**config.mk**
```make
export PLATFORM = sky130hd
export DESIGN_NAME = beat_clock_quantizer
export DESIGN_NICKNAME = d
export VERILOG_FILES = /design/src/sv/bcq_pkg.sv /design/src/sv/bcq_serdiv.sv /design/src/sv/beat_clock_quantizer.sv
export SDC_FILE = /design/constraint.sdc
export NUM_CORES = 2
export LEC_CHECK = 0
export ABC_AREA = 0
export BUFFER_PORTS_ARGS = -buffer_cell sky130_fd_sc_hd__buf_2
export CAP_MARGIN = 25
export CORE_MARGIN = 5
export CORE_UTILIZATION = 45
export DETAILED_ROUTE_END_ITERATION = 7
export GPL_TIMING_DRIVEN = 1
export PLACE_DENSITY = 0.6
export SLEW_MARGIN = 20
export SYNTH_ARGS = -nofsm -noshare
export SYNTH_HDL_FRONTEND = slang
export SYNTH_HIERARCHICAL = 1
export SYNTH_SLANG_ARGS = --single-unit
```
**constraint.sdc**
```tcl
create_clock -name clk -period 37.1 [get_ports clk]
set_clock_uncertainty 0.15 [all_clocks]
set_input_delay 1.855 -clock clk [delete_from_list [all_inputs] [get_ports clk]]
set_output_delay 1.855 -clock clk [all_outputs]
set_load 0.02 [all_outputs]
```
**src/sv/bcq_pkg.sv**
```systemverilog
`timescale 1ns / 1ps
// ----------------------------------------------------------------------------
// bcq_pkg
// Request codes, state codes and fixed constants of the beat clock quantizer.
// ----------------------------------------------------------------------------
package bcq_pkg;

  typedef logic [2:0] req_t;

  localparam req_t REQ_ADD       = 3'd0;
  localparam req_t REQ_TICK      = 3'd1;
  localparam req_t REQ_TEMPO     = 3'd2;
  localparam req_t REQ_SET_LEN   = 3'd3;
  localparam req_t REQ_TRANSPORT = 3'd4;
  localparam req_t REQ_QUERY     = 3'd5;
  localparam req_t REQ_RESET     = 3'd6;

  typedef enum logic [7:0] {
    ST_IDLE   = 8'b0000_0001,
    ST_DIV    = 8'b0000_0010,
    ST_SUB    = 8'b0000_0100,
    ST_PREP   = 8'b0000_1000,
    ST_RSTART = 8'b0001_0000,
    ST_RND    = 8'b0010_0000,
    ST_FIN    = 8'b0100_0000,
    ST_TEMPO  = 8'b1000_0000
  } state_t;

  localparam logic [16:0] GRACE_SAMPLES = 17'd16;
  localparam int          SPB_MIN       = 8000;
  localparam int          SPB_MAX       = 100000;
  localparam logic [19:0] US_PER_S      = 20'd1000000;

endpackage

```
**src/sv/bcq_serdiv.sv**
```systemverilog
`timescale 1ns / 1ps
// ----------------------------------------------------------------------------
// bcq_serdiv
// Restoring divider that retires one quotient bit per cycle.
// ----------------------------------------------------------------------------
module bcq_serdiv #(
  parameter int DW = 64,
  parameter int VW = 17
) (
  input  logic          clk,
  input  logic          rst_n,
  input  logic          start,
  input  logic [DW-1:0] dividend,
  input  logic [VW-1:0] divisor,
  output logic          done,
  output logic [DW-1:0] quo,
  output logic [VW-1:0] rem
);

  localparam int CW = $clog2(DW + 1);

  logic [DW-1:0] qd_r;
  logic [VW-1:0] rem_r;
  logic [VW-1:0] dsr_r;
  logic [CW-1:0] cnt_r;
  logic          busy_r;
  logic          done_r;
  logic [VW:0]   trial;
  logic [VW:0]   diff;
  logic          ge;

  assign trial = {rem_r, qd_r[DW-1]};
  assign ge    = trial >= {1'b0, dsr_r};
  assign diff  = trial - {1'b0, dsr_r};

  // The dividend shifts out at the top while quotient bits enter at the bottom.
  always_ff @(posedge clk) begin
    if (!rst_n) begin
      busy_r <= 1'b0;
      done_r <= 1'b0;
      cnt_r  <= '0;
    end else begin
      done_r <= 1'b0;
      if (start) begin
        qd_r   <= dividend;
        dsr_r  <= divisor;
        rem_r  <= '0;
        cnt_r  <= CW'(DW);
        busy_r <= 1'b1;
      end else if (busy_r) begin
        qd_r  <= {qd_r[DW-2:0], ge};
        rem_r <= ge ? diff[VW-1:0] : trial[VW-1:0];
        cnt_r <= cnt_r - 1'b1;
        if (cnt_r == CW'(1)) begin
          busy_r <= 1'b0;
          done_r <= 1'b1;
        end
      end
    end
  end

  assign done = done_r;
  assign quo  = qd_r;
  assign rem  = rem_r;

endmodule

```
**src/sv/beat_clock_quantizer.sv**
```systemverilog
`timescale 1ns / 1ps
// ----------------------------------------------------------------------------
// beat_clock_quantizer
// Musical time base: sample position, MIDI tick and beat counters, tempo and
// transport, with quantization queries toward the next beat, bar and
// subdivision.
// ----------------------------------------------------------------------------
// Usage:
//   Requests arrive as beats on the in_ channel (valid/stall). Adds, ticks,
//   direct tempo sets, transport writes and timeline resets complete in the
//   cycle they are accepted. A tempo sync divides the scaled tick period by
//   one million in a bit-serial divider and stalls the input until it is done.
//   A query is the only request that returns a beat on the out_ channel.
//   It runs a serial remainder of the position, then a subdivision division
//   and a block rounding division before the result beat is offered, and
//   the input stalls until the result beat enters the output register.
//   The input side takes a new request as soon as the previous one is done,
//   even while a result still waits in the output register; a later query
//   holds its result until the receiver takes the earlier one.
//   The receiver may stall for any time; the result beat then holds.
//   Reset restores the default beat length and clears all counters, the
//   transport state, the beat flag and the output valid.
// ----------------------------------------------------------------------------
module beat_clock_quantizer #(
  parameter int SAMPLE_RATE_HZ   = 44100,
  parameter int TICKS_PER_BEAT   = 24,
  parameter int BEATS_PER_BAR_N  = 4,
  parameter int BLOCK_SAMPLES    = 128,
  parameter int DEFAULT_BEAT_LEN = 22050
) (
  input  logic                clk,
  input  logic                rst_n,
  input  logic                in_valid,
  output logic                in_stall,
  input  bcq_pkg::req_t       in_req_type,
  input  logic [15:0]         in_sample_count,
  input  logic [19:0]         in_tick_period_us,
  input  logic [16:0]         in_beat_length_in,
  input  logic [1:0]          in_transport_in,
  input  logic [16:0]         in_subdivision_len,
  output logic                out_valid,
  input  logic                out_stall,
  output logic [63:0]         out_sample_position,
  output logic [31:0]         out_beat_number,
  output logic [4:0]          out_tick_in_beat,
  output logic [3:0]          out_beat_in_bar,
  output logic [31:0]         out_bar_number,
  output logic [16:0]         out_beat_length,
  output logic [1:0]          out_transport_state,
  output logic                out_beat_seen,
  output logic [16:0]         out_to_next_beat,
  output logic [17:0]         out_to_next_subdivision,
  output logic [18:0]         out_to_next_bar,
  output logic [1:0]          out_boundary_flags
);

  import bcq_pkg::*;

  localparam int BLW = 17 + $clog2(BEATS_PER_BAR_N);
  localparam int NW  = $clog2(BEATS_PER_BAR_N + 1);
  localparam int BKW = $clog2(BLOCK_SAMPLES + 1);
  localparam int TK  = TICKS_PER_BEAT * SAMPLE_RATE_HZ;
  localparam int KW  = $clog2(TK + 1);
  localparam int PW  = 20 + KW;

  state_t state_r, state_nxt;

  logic [63:0] position_r;
  logic [31:0] beats_r;
  logic [4:0]  tick_r;
  logic [16:0] spb_r;
  logic [1:0]  transport_r;
  logic        pending_r;

  logic [16:0] sub_r;
  logic        seen_r;
  logic [63:0] bstart_r;
  logic        flag_r;
  logic        last_r;
  logic        zero_r;
  logic [34:0] prod_r;
  logic [16:0] v_r;
  logic        out_valid_r;

  logic [63:0] o_pos_r;
  logic [31:0] o_beats_r, o_bar_r;
  logic [4:0]  o_tick_r;
  logic [3:0]  o_bib_r;
  logic [16:0] o_len_r, o_tobeat_r;
  logic [1:0]  o_tr_r, o_flags_r;
  logic        o_seen_r;
  logic [17:0] o_tosub_r;
  logic [18:0] o_tobar_r;

  logic in_acc, start_q, start_s, start_r, start_t;
  logic fin_go;

  // Serial divider results.
  logic            spb_done, bar_done, bn_done, pb_done, wi_done, rnd_done, tp_done;
  logic [63:0]     spb_quo, bar_quo;
  logic [16:0]     spb_rem;
  logic [BLW-1:0]  bar_rem;
  logic [31:0]     bn_quo;
  logic [NW-1:0]   bn_rem;
  logic [16:0]     pb_quo, pb_rem, wi_quo, wi_rem;
  logic [16:0]     rnd_quo;
  logic [BKW-1:0]  rnd_rem;
  logic [PW-1:0]   tp_quo;
  logic [19:0]     tp_rem;

  logic [BLW-1:0]  bar_len;
  logic [PW-1:0]   tempo_prod;
  logic [16:0]     within_beat;
  logic [17:0]     nidx;
  logic [16:0]     per_beat;
  logic [16:0]     v_nxt;
  logic [17:0]     rounded;
  logic [BLW-1:0]  bar_diff;
  logic [63:0]     pos_delta;

  assign in_acc   = in_valid && (state_r == ST_IDLE);
  assign in_stall = (state_r != ST_IDLE);
  assign start_q  = in_acc && (in_req_type == REQ_QUERY);
  assign start_t  = in_acc && (in_req_type == REQ_TEMPO);
  assign start_s  = (state_r == ST_DIV) && spb_done;
  assign start_r  = (state_r == ST_RSTART);
  assign fin_go   = (state_r == ST_FIN) && (!out_valid_r || !out_stall);

  assign bar_len     = BLW'(spb_r) * BLW'(BEATS_PER_BAR_N);
  assign tempo_prod  = PW'(in_tick_period_us) * PW'(TK);
  assign within_beat = spb_rem;
  assign nidx        = 18'(wi_quo) + 18'd1;
  assign per_beat    = (pb_quo == '0) ? 17'd1 : pb_quo;
  assign v_nxt       = last_r ? (spb_r - within_beat) : 17'(prod_r - 35'(within_beat));
  assign rounded     = (rnd_rem == '0) ? 18'(v_r)
                       : 18'(v_r) + 18'(BLOCK_SAMPLES) - 18'(rnd_rem);
  assign bar_diff    = bar_len - bar_rem;
  assign pos_delta   = position_r - bstart_r;

  bcq_serdiv #(.DW(64), .VW(17)) u_mod_spb (
    .clk, .rst_n, .start(start_q), .dividend(position_r), .divisor(spb_r),
    .done(spb_done), .quo(spb_quo), .rem(spb_rem));

  bcq_serdiv #(.DW(64), .VW(BLW)) u_mod_bar (
    .clk, .rst_n, .start(start_q), .dividend(position_r), .divisor(bar_len),
    .done(bar_done), .quo(bar_quo), .rem(bar_rem));

  bcq_serdiv #(.DW(32), .VW(NW)) u_div_bar (
    .clk, .rst_n, .start(start_q), .dividend(beats_r),
    .divisor(NW'(BEATS_PER_BAR_N)), .done(bn_done), .quo(bn_quo), .rem(bn_rem));

  bcq_serdiv #(.DW(17), .VW(17)) u_per_beat (
    .clk, .rst_n, .start(start_s), .dividend(spb_r), .divisor(sub_r),
    .done(pb_done), .quo(pb_quo), .rem(pb_rem));

  bcq_serdiv #(.DW(17), .VW(17)) u_sub_idx (
    .clk, .rst_n, .start(start_s), .dividend(spb_rem), .divisor(sub_r),
    .done(wi_done), .quo(wi_quo), .rem(wi_rem));

  bcq_serdiv #(.DW(17), .VW(BKW)) u_round (
    .clk, .rst_n, .start(start_r), .dividend(v_nxt),
    .divisor(BKW'(BLOCK_SAMPLES)), .done(rnd_done), .quo(rnd_quo), .rem(rnd_rem));

  bcq_serdiv #(.DW(PW), .VW(20)) u_tempo (
    .clk, .rst_n, .start(start_t), .dividend(tempo_prod), .divisor(US_PER_S),
    .done(tp_done), .quo(tp_quo), .rem(tp_rem));

  always_comb begin
    state_nxt = state_r;
    unique case (state_r)
      ST_IDLE:   if (start_q) state_nxt = ST_DIV;
                 else if (start_t) state_nxt = ST_TEMPO;
      ST_DIV:    if (spb_done) state_nxt = ST_SUB;
      ST_SUB:    if (wi_done) state_nxt = ST_PREP;
      ST_PREP:   state_nxt = ST_RSTART;
      ST_RSTART: state_nxt = ST_RND;
      ST_RND:    if (rnd_done) state_nxt = ST_FIN;
      ST_FIN:    if (fin_go) state_nxt = ST_IDLE;
      ST_TEMPO:  if (tp_done) state_nxt = ST_IDLE;
      default:   state_nxt = ST_IDLE;
    endcase
  end

  // Counters, tempo and transport; these hold while a query is in flight.
  always_ff @(posedge clk) begin
    if (!rst_n) begin
      state_r     <= ST_IDLE;
      position_r  <= '0;
      beats_r     <= '0;
      tick_r      <= '0;
      spb_r       <= 17'(DEFAULT_BEAT_LEN);
      transport_r <= '0;
      pending_r   <= 1'b0;
      out_valid_r <= 1'b0;
    end else begin
      state_r <= state_nxt;
      if (fin_go) out_valid_r <= 1'b1;
      else if (out_valid_r && !out_stall) out_valid_r <= 1'b0;
      if (in_acc) begin
        unique case (in_req_type)
          REQ_ADD: position_r <= position_r + 64'(in_sample_count);
          REQ_TICK: begin
            if (32'(tick_r) + 32'd1 >= 32'(TICKS_PER_BEAT)) begin
              tick_r    <= '0;
              beats_r   <= beats_r + 32'd1;
              pending_r <= 1'b1;
            end else begin
              tick_r <= tick_r + 5'd1;
            end
          end
          REQ_SET_LEN: if (in_beat_length_in != '0) spb_r <= in_beat_length_in;
          REQ_TRANSPORT: transport_r <= in_transport_in;
          REQ_QUERY: pending_r <= 1'b0;
          REQ_RESET: begin
            position_r  <= '0;
            beats_r     <= '0;
            tick_r      <= '0;
            spb_r       <= 17'(DEFAULT_BEAT_LEN);
            transport_r <= '0;
          end
          default: ;
        endcase
      end
      if ((state_r == ST_TEMPO) && tp_done &&
          (tp_quo >= PW'(SPB_MIN)) && (tp_quo <= PW'(SPB_MAX))) begin
        spb_r <= 17'(tp_quo);
      end
    end
  end

  // Query datapath.
  always_ff @(posedge clk) begin
    if (start_q) begin
      seen_r   <= pending_r;
      sub_r    <= (in_subdivision_len == '0) ? 17'd1 : in_subdivision_len;
      bstart_r <= 64'(beats_r) * 64'(spb_r);
    end
    if (state_r == ST_PREP) begin
      last_r <= nidx >= 18'(per_beat);
      zero_r <= (nidx >= 18'(per_beat)) ? (within_beat <= GRACE_SAMPLES)
                                          : (wi_rem <= GRACE_SAMPLES);
      prod_r <= 35'(nidx) * 35'(sub_r);
      flag_r <= (position_r >= bstart_r) && (pos_delta <= 64'(BLOCK_SAMPLES));
    end
    if (start_r) v_r <= v_nxt;
    if (fin_go) begin
      o_pos_r    <= position_r;
      o_beats_r  <= beats_r;
      o_tick_r   <= tick_r;
      o_bib_r    <= 4'(bn_rem);
      o_bar_r    <= bn_quo;
      o_len_r    <= spb_r;
      o_tr_r     <= transport_r;
      o_seen_r   <= seen_r;
      o_tobeat_r <= (within_beat <= GRACE_SAMPLES) ? 17'd0 : spb_r - within_beat;
      o_tosub_r  <= zero_r ? 18'd0 : rounded;
      o_tobar_r  <= (bar_rem <= BLW'(GRACE_SAMPLES)) ? 19'd0 : 19'(bar_diff);
      o_flags_r  <= {flag_r && (bn_rem == '0), flag_r};
    end
  end

  assign out_valid               = out_valid_r;
  assign out_sample_position     = o_pos_r;
  assign out_beat_number         = o_beats_r;
  assign out_tick_in_beat        = o_tick_r;
  assign out_beat_in_bar         = o_bib_r;
  assign out_bar_number          = o_bar_r;
  assign out_beat_length         = o_len_r;
  assign out_transport_state     = o_tr_r;
  assign out_beat_seen           = o_seen_r;
  assign out_to_next_beat        = o_tobeat_r;
  assign out_to_next_subdivision = o_tosub_r;
  assign out_to_next_bar         = o_tobar_r;
  assign out_boundary_flags      = o_flags_r;

endmodule

```
# Word-level counts from Yosys, hierarchy flattened
# Index checks and enable logic that the tools add are counted.
[word_totals]
register_bits = 885
output_inout_bits = 215
wordCells = 302
[classes]
addsub = 25
mul = 3
n_lt_le_gt_ge = 16
n_eq_ne = 30
muxes = 93
bitwise_logic = 5
reduce_logical = 59
[op_table]
columns = ["cell", "count"]
rows = [
  ["$mux 17", 18],
  ["$mux 64", 4],
  ["$pmux 64 s2", 1],
  ["$mux 32", 3],
  ["$sub 17x17->17", 5],
  ["$mux 41", 2],
  ["$ge 18x17->1", 4],
  ["$mux 8", 9],
  ["$add 64x16->64", 1],
  ["$ge 64x49->1", 1],
  ["$le 64x8->1 const B", 1],
  ["$pmux 32 s2", 1],
  ["$pmux 8 s8", 1],
  ["$sub 64x49->64", 1],
  ["$mul 32x17->49", 1],
  ["$ge 41x13->1 const B", 1],
  ["$le 41x17->1 const B", 1],
  ["$mux 20", 2],
  ["$mux 19", 2],
  ["$sub 19x19->19", 2],
  ["$mul 20x16->36 const B", 1],
  ["$mux 5", 7],
  ["$le 17x5->1 const B", 2],
  ["$logic_not 17->1", 2],
  ["59 further kinds", 158],
]

# Depth between registers and ports, before layout
[logic_depth]
ltp_word = 6
ltp_mapped = 30

# Cells and area by module
# The synthesis kept the hierarchy.
[by_module_without_submodules]
columns = ["module", "instances", "cells_per_inst", "area_per_inst_um2"]
rows = [
  ["beat_clock_quantizer", 1, 5375, 49922.9],
  ["bcq_serdiv at u_per_beat ...", 2, 279, 3150.5],
  ["bcq_serdiv at u_mod_bar", 1, 409, 5591.6],
  ["bcq_serdiv at u_mod_spb", 1, 400, 5345.1],
  ["bcq_serdiv at u_tempo", 1, 370, 4629.4],
  ["bcq_serdiv at u_round", 1, 165, 2078.2],
  ["bcq_serdiv at u_div_bar", 1, 133, 2048.2],
]

# Least setup slack after synthesis
# Ideal clock, no wire load.
[synth_path]
path_kind = "input to register"
startpoint = "input port out_stall"
endpoint = "register o_bar_r[0] (netlist: out_bar_number[0]), enable pin"
t_arrival_ps = 12043
required_time_ps = 36095
slack_ps = 24052
path_stages = 1
cell_sequence = "a21oi_1"
[synth_between]
elab_chain_len = 3
[synth_lines]
columns = ["item", "line_no", "source"]
rows = [
  ["from (decl)", "beat_clock_quantizer.sv:42", "input logic out_stall,"],
  ["$logic_not 1->1", "beat_clock_quantizer.sv:127", "assign fin_go = (state_r == ST_FIN) && (!out_valid_r || !out_stall);"],
  ["$logic_or 1x1->1", "beat_clock_quantizer.sv:127", ""],
  ["$logic_and 1x1->1", "beat_clock_quantizer.sv:127", ""],
  ["to (signal assigned)", "beat_clock_quantizer.sv:251", "o_bar_r <= bn_quo;"],
  ["to (decl)", "beat_clock_quantizer.sv:86", "logic [31:0] o_beats_r, o_bar_r;"],
]
# No other way between the ends.
# A chain may end at the register's enable or synchronous reset.

# Worst setup path after layout
[layout_path]
startpoint = "register spb_r[12]"
endpoint = "register bstart_r[47] (data pin)"
[layout_between]
elab_chain_len = 1
[layout_lines]
columns = ["item", "line_no", "source"]
rows = [
  ["from (decl)", "beat_clock_quantizer.sv:71", "logic [16:0] spb_r;"],
  ["from (signal assigned)", "beat_clock_quantizer.sv:191", "spb_r <= 17'(DEFAULT_BEAT_LEN);"],
  ["from (signal assigned)", "beat_clock_quantizer.sv:211", "REQ_SET_LEN: if (in_beat_length_in != '0) spb_r <= in_beat_length_in;"],
  ["from (signal assigned)", "beat_clock_quantizer.sv:218", "spb_r <= 17'(DEFAULT_BEAT_LEN);"],
  ["$mul 32x17->49", "beat_clock_quantizer.sv:236", "bstart_r <= 64'(beats_r) * 64'(spb_r);"],
  ["to (signal assigned)", "beat_clock_quantizer.sv:236", ""],
  ["to (decl)", "beat_clock_quantizer.sv:77", "logic [63:0] bstart_r;"],
]
# No other way between the ends.

==> metrics.csv <==
stage;metric;value;unit
timing;period_needed;8.27;ns
timing;rsz0062_at_grt;false;
place;port_buffers;292;
setup_path;reg2reg_depth;25;
pwr;power.leakage;36.9;nW
timing;setup_tns;0;ns
timing;post-route-period-util;22.3;%
setup_path;r2r_start;spb_r[12]$_SDFFE_PN1P_;
clock_network;cts_num_sinks;952;
route;vias;53898;
place;dp_cells;9737;
place;hpwl;153000;um
layout;fin_cells;9956;
clock_network;post_cts_buffers;0;
layout;drive_above_1_share;12.1;%
floorplan;ios;294;
setup_path;required;37.47;ns
place;pre_cts_ws;28.72;ns
setup_path;startpoint_type;flip-flop;
timing;tightest_slew;1.06;ns
setup_path;worst-path-buf-inv;5;
min_path;whs_path_depth;0;
layout;nets;8926;
floorplan;dieArea;177000;sq um
floorplan;coreArea;167000;sq um
grt;grt_max_degree;79;
setup_path;slowest_stage;dfxtp_2;
clock_network;postCtsResizedCells;0;
route;wl_per_cell;20.3;um
grt;busiest_layer;met2;
layout;final_design_area_no_fill;83600;sq um
grt;grt_pass1_vias;54842;
setup_path;setup.worst_path.start;spb_r[12]$_SDFFE_PN1P_;
grt;use_met3;2.77;%
setup_path;crit_fanout;29;
clock_network;path_clk_slew;0.06;ns
synthesis;avgSynthCellArea;10.2;sq um
route;drt_pre_antenna_iters;6;
clock_network;clock_path_buffers;3;
grt;grt_usage;22.9;%
place;globalplace.congestion;0.904;
timing;layout_setup_ws;28.83;ns
layout;area_growth_syn_to_layout;10.3;%
grt;met1_usage;30.7;%
timing;clock.fmax;121;MHz
clock_network;cts_hold_repair.buffers;0;
floorplan;start_util;45.3;%
layout;final_common_cell;inv_1;
route;viasPerCell;5.41;
min_path;holdPathEnd;out_transport_state[0]$_DFFE_PP_;
grt;grt_use_met2;39.6;%
min_path;worstHoldStart;transport_r[0]$_SDFFE_PN0P_;
place;placed_cell_area;79700;sq um
grt;grt_overflow;0;
pwr;ir_worst_vdd;0.0577;mV
floorplan;rows;150;
route;finalWirelength;202000;um
clock_network;clock_latency;0.77;ns
setup_path;critical-path-top-delay-family;adder cells;
setup_path;critPathArrivalTime;8.64;ns
timing;slew_violations;0;
clock_network;clock-root-buffer;clkbuf_16;
setup_path;critPathMaxStageDelay;0.57;ns
setup_path;regToRegEndpoint;bstart_r[47]$_DFFE_PP_;
clock_network;cts_max_level;3;
grt;grt_pass1_wl;317000;um
setup_path;r2r_slack;28.83;ns
route;drtAntennaViolNets;0;
setup_path;path_common_cell;fa_1;
layout;layout_common_cells;inv_1 (1,169), edfxtp_1 (770), nand2_1 (689);
pwr;powerDensity;34.0;nW/um^2
floorplan;die_h;420;um
synthesis;syn_area;75800;sq um
min_path;hp-class;flip-flop to flip-flop;
grt;grt_antenna_before_repair;9;
layout;nFillCells;15412;
clock_network;cts_tree;yes;
synthesis;yosys_warnings;6;
timing;max_slew_margin;29.5;%
layout;utilization;50.0;%
route;drc_errors;0;
setup_path;worstSetupPathType;flip-flop to flip-flop;
job;maxCapViolations;0;
timing;finalHoldViolations;0;
floorplan;die_x;420;um
synthesis;synthCells;7403;
outcome;status;finished clean;
route;drtIter0Drc;3631;
setup_path;worstSetupEndpointType;flip-flop;
timing;report.final.setup_viol;0;
clock_network;cts_made_buffers;112;
## worst max-delay path by stage
| stage | to | cells past startpoint |
|---|---|---|
| floorplan | out_bar_number[0]$_DFFE_PP_ | 1 |
| global route | bstart_r[47]$_DFFE_PP_ | 23 |
| finish | bstart_r[47]$_DFFE_PP_ | 25 |
| global placement | bstart_r[47]$_DFFE_PP_ | 23 |
| CTS | bstart_r[47]$_DFFE_PP_ | 23 |
| detailed placement | bstart_r[47]$_DFFE_PP_ | 23 |
## flip-flops by register name, indices dropped and copies added, names as in the netlist, 20 cells and up
signal               flops
out_sample_position     64
position_r              64
u_mod_bar/quo           64
u_mod_spb/quo           64
bstart_r                49
u_tempo/quo             41
beats_r                 32
out_bar_number          32
out_beat_number         32
u_div_bar/quo           32
u_tempo/dsr_r           20
u_tempo/rem             20
## report_power, final
part / leakage, nW / internal (mW) / switching (mW)
Sequential: 8.65 / 1.17 / 0.0123
Clock: 1.88 / 0.672 / 0.475
Combinational: 26.3 / 0.216 / 0.299
Total: 36.9 / 2.05 / 0.786
## stage by stage
stage	hold slack, ns	power, mW
detailed placement	0.259	1.72
finish	0.279	2.84
floorplan	0.250	1.58
CTS	0.273	2.88
global placement	0.257	1.71
global route	0.289	2.99
## final cells by class
class | count | area [sq um] | area share (%)
Antenna cell | 5 | 12.5 | 0.0150
Clock buffer | 130 | 2920 | 3.49
Clock inverter | 80 | 921 | 1.10
Inverter | 1176 | 4420 | 5.29
Multi-Input combinational cell | 5029 | 43600 | 52.2
Sequential cell | 952 | 26800 | 32.0
Tap cell | 2204 | 2760 | 3.30
Timing Repair Buffer | 380 | 2190 | 2.61
## metal layers
metal / vias to the layer above / share of wire (%)
met5: - / 0
met4: 0 / 2.5
met3: 259 / 4.8
met2: 1293 / 49
met1: 26984 / 44
li1: 25362 / -
No activity file was read; power rests on OpenSTA's default activity.
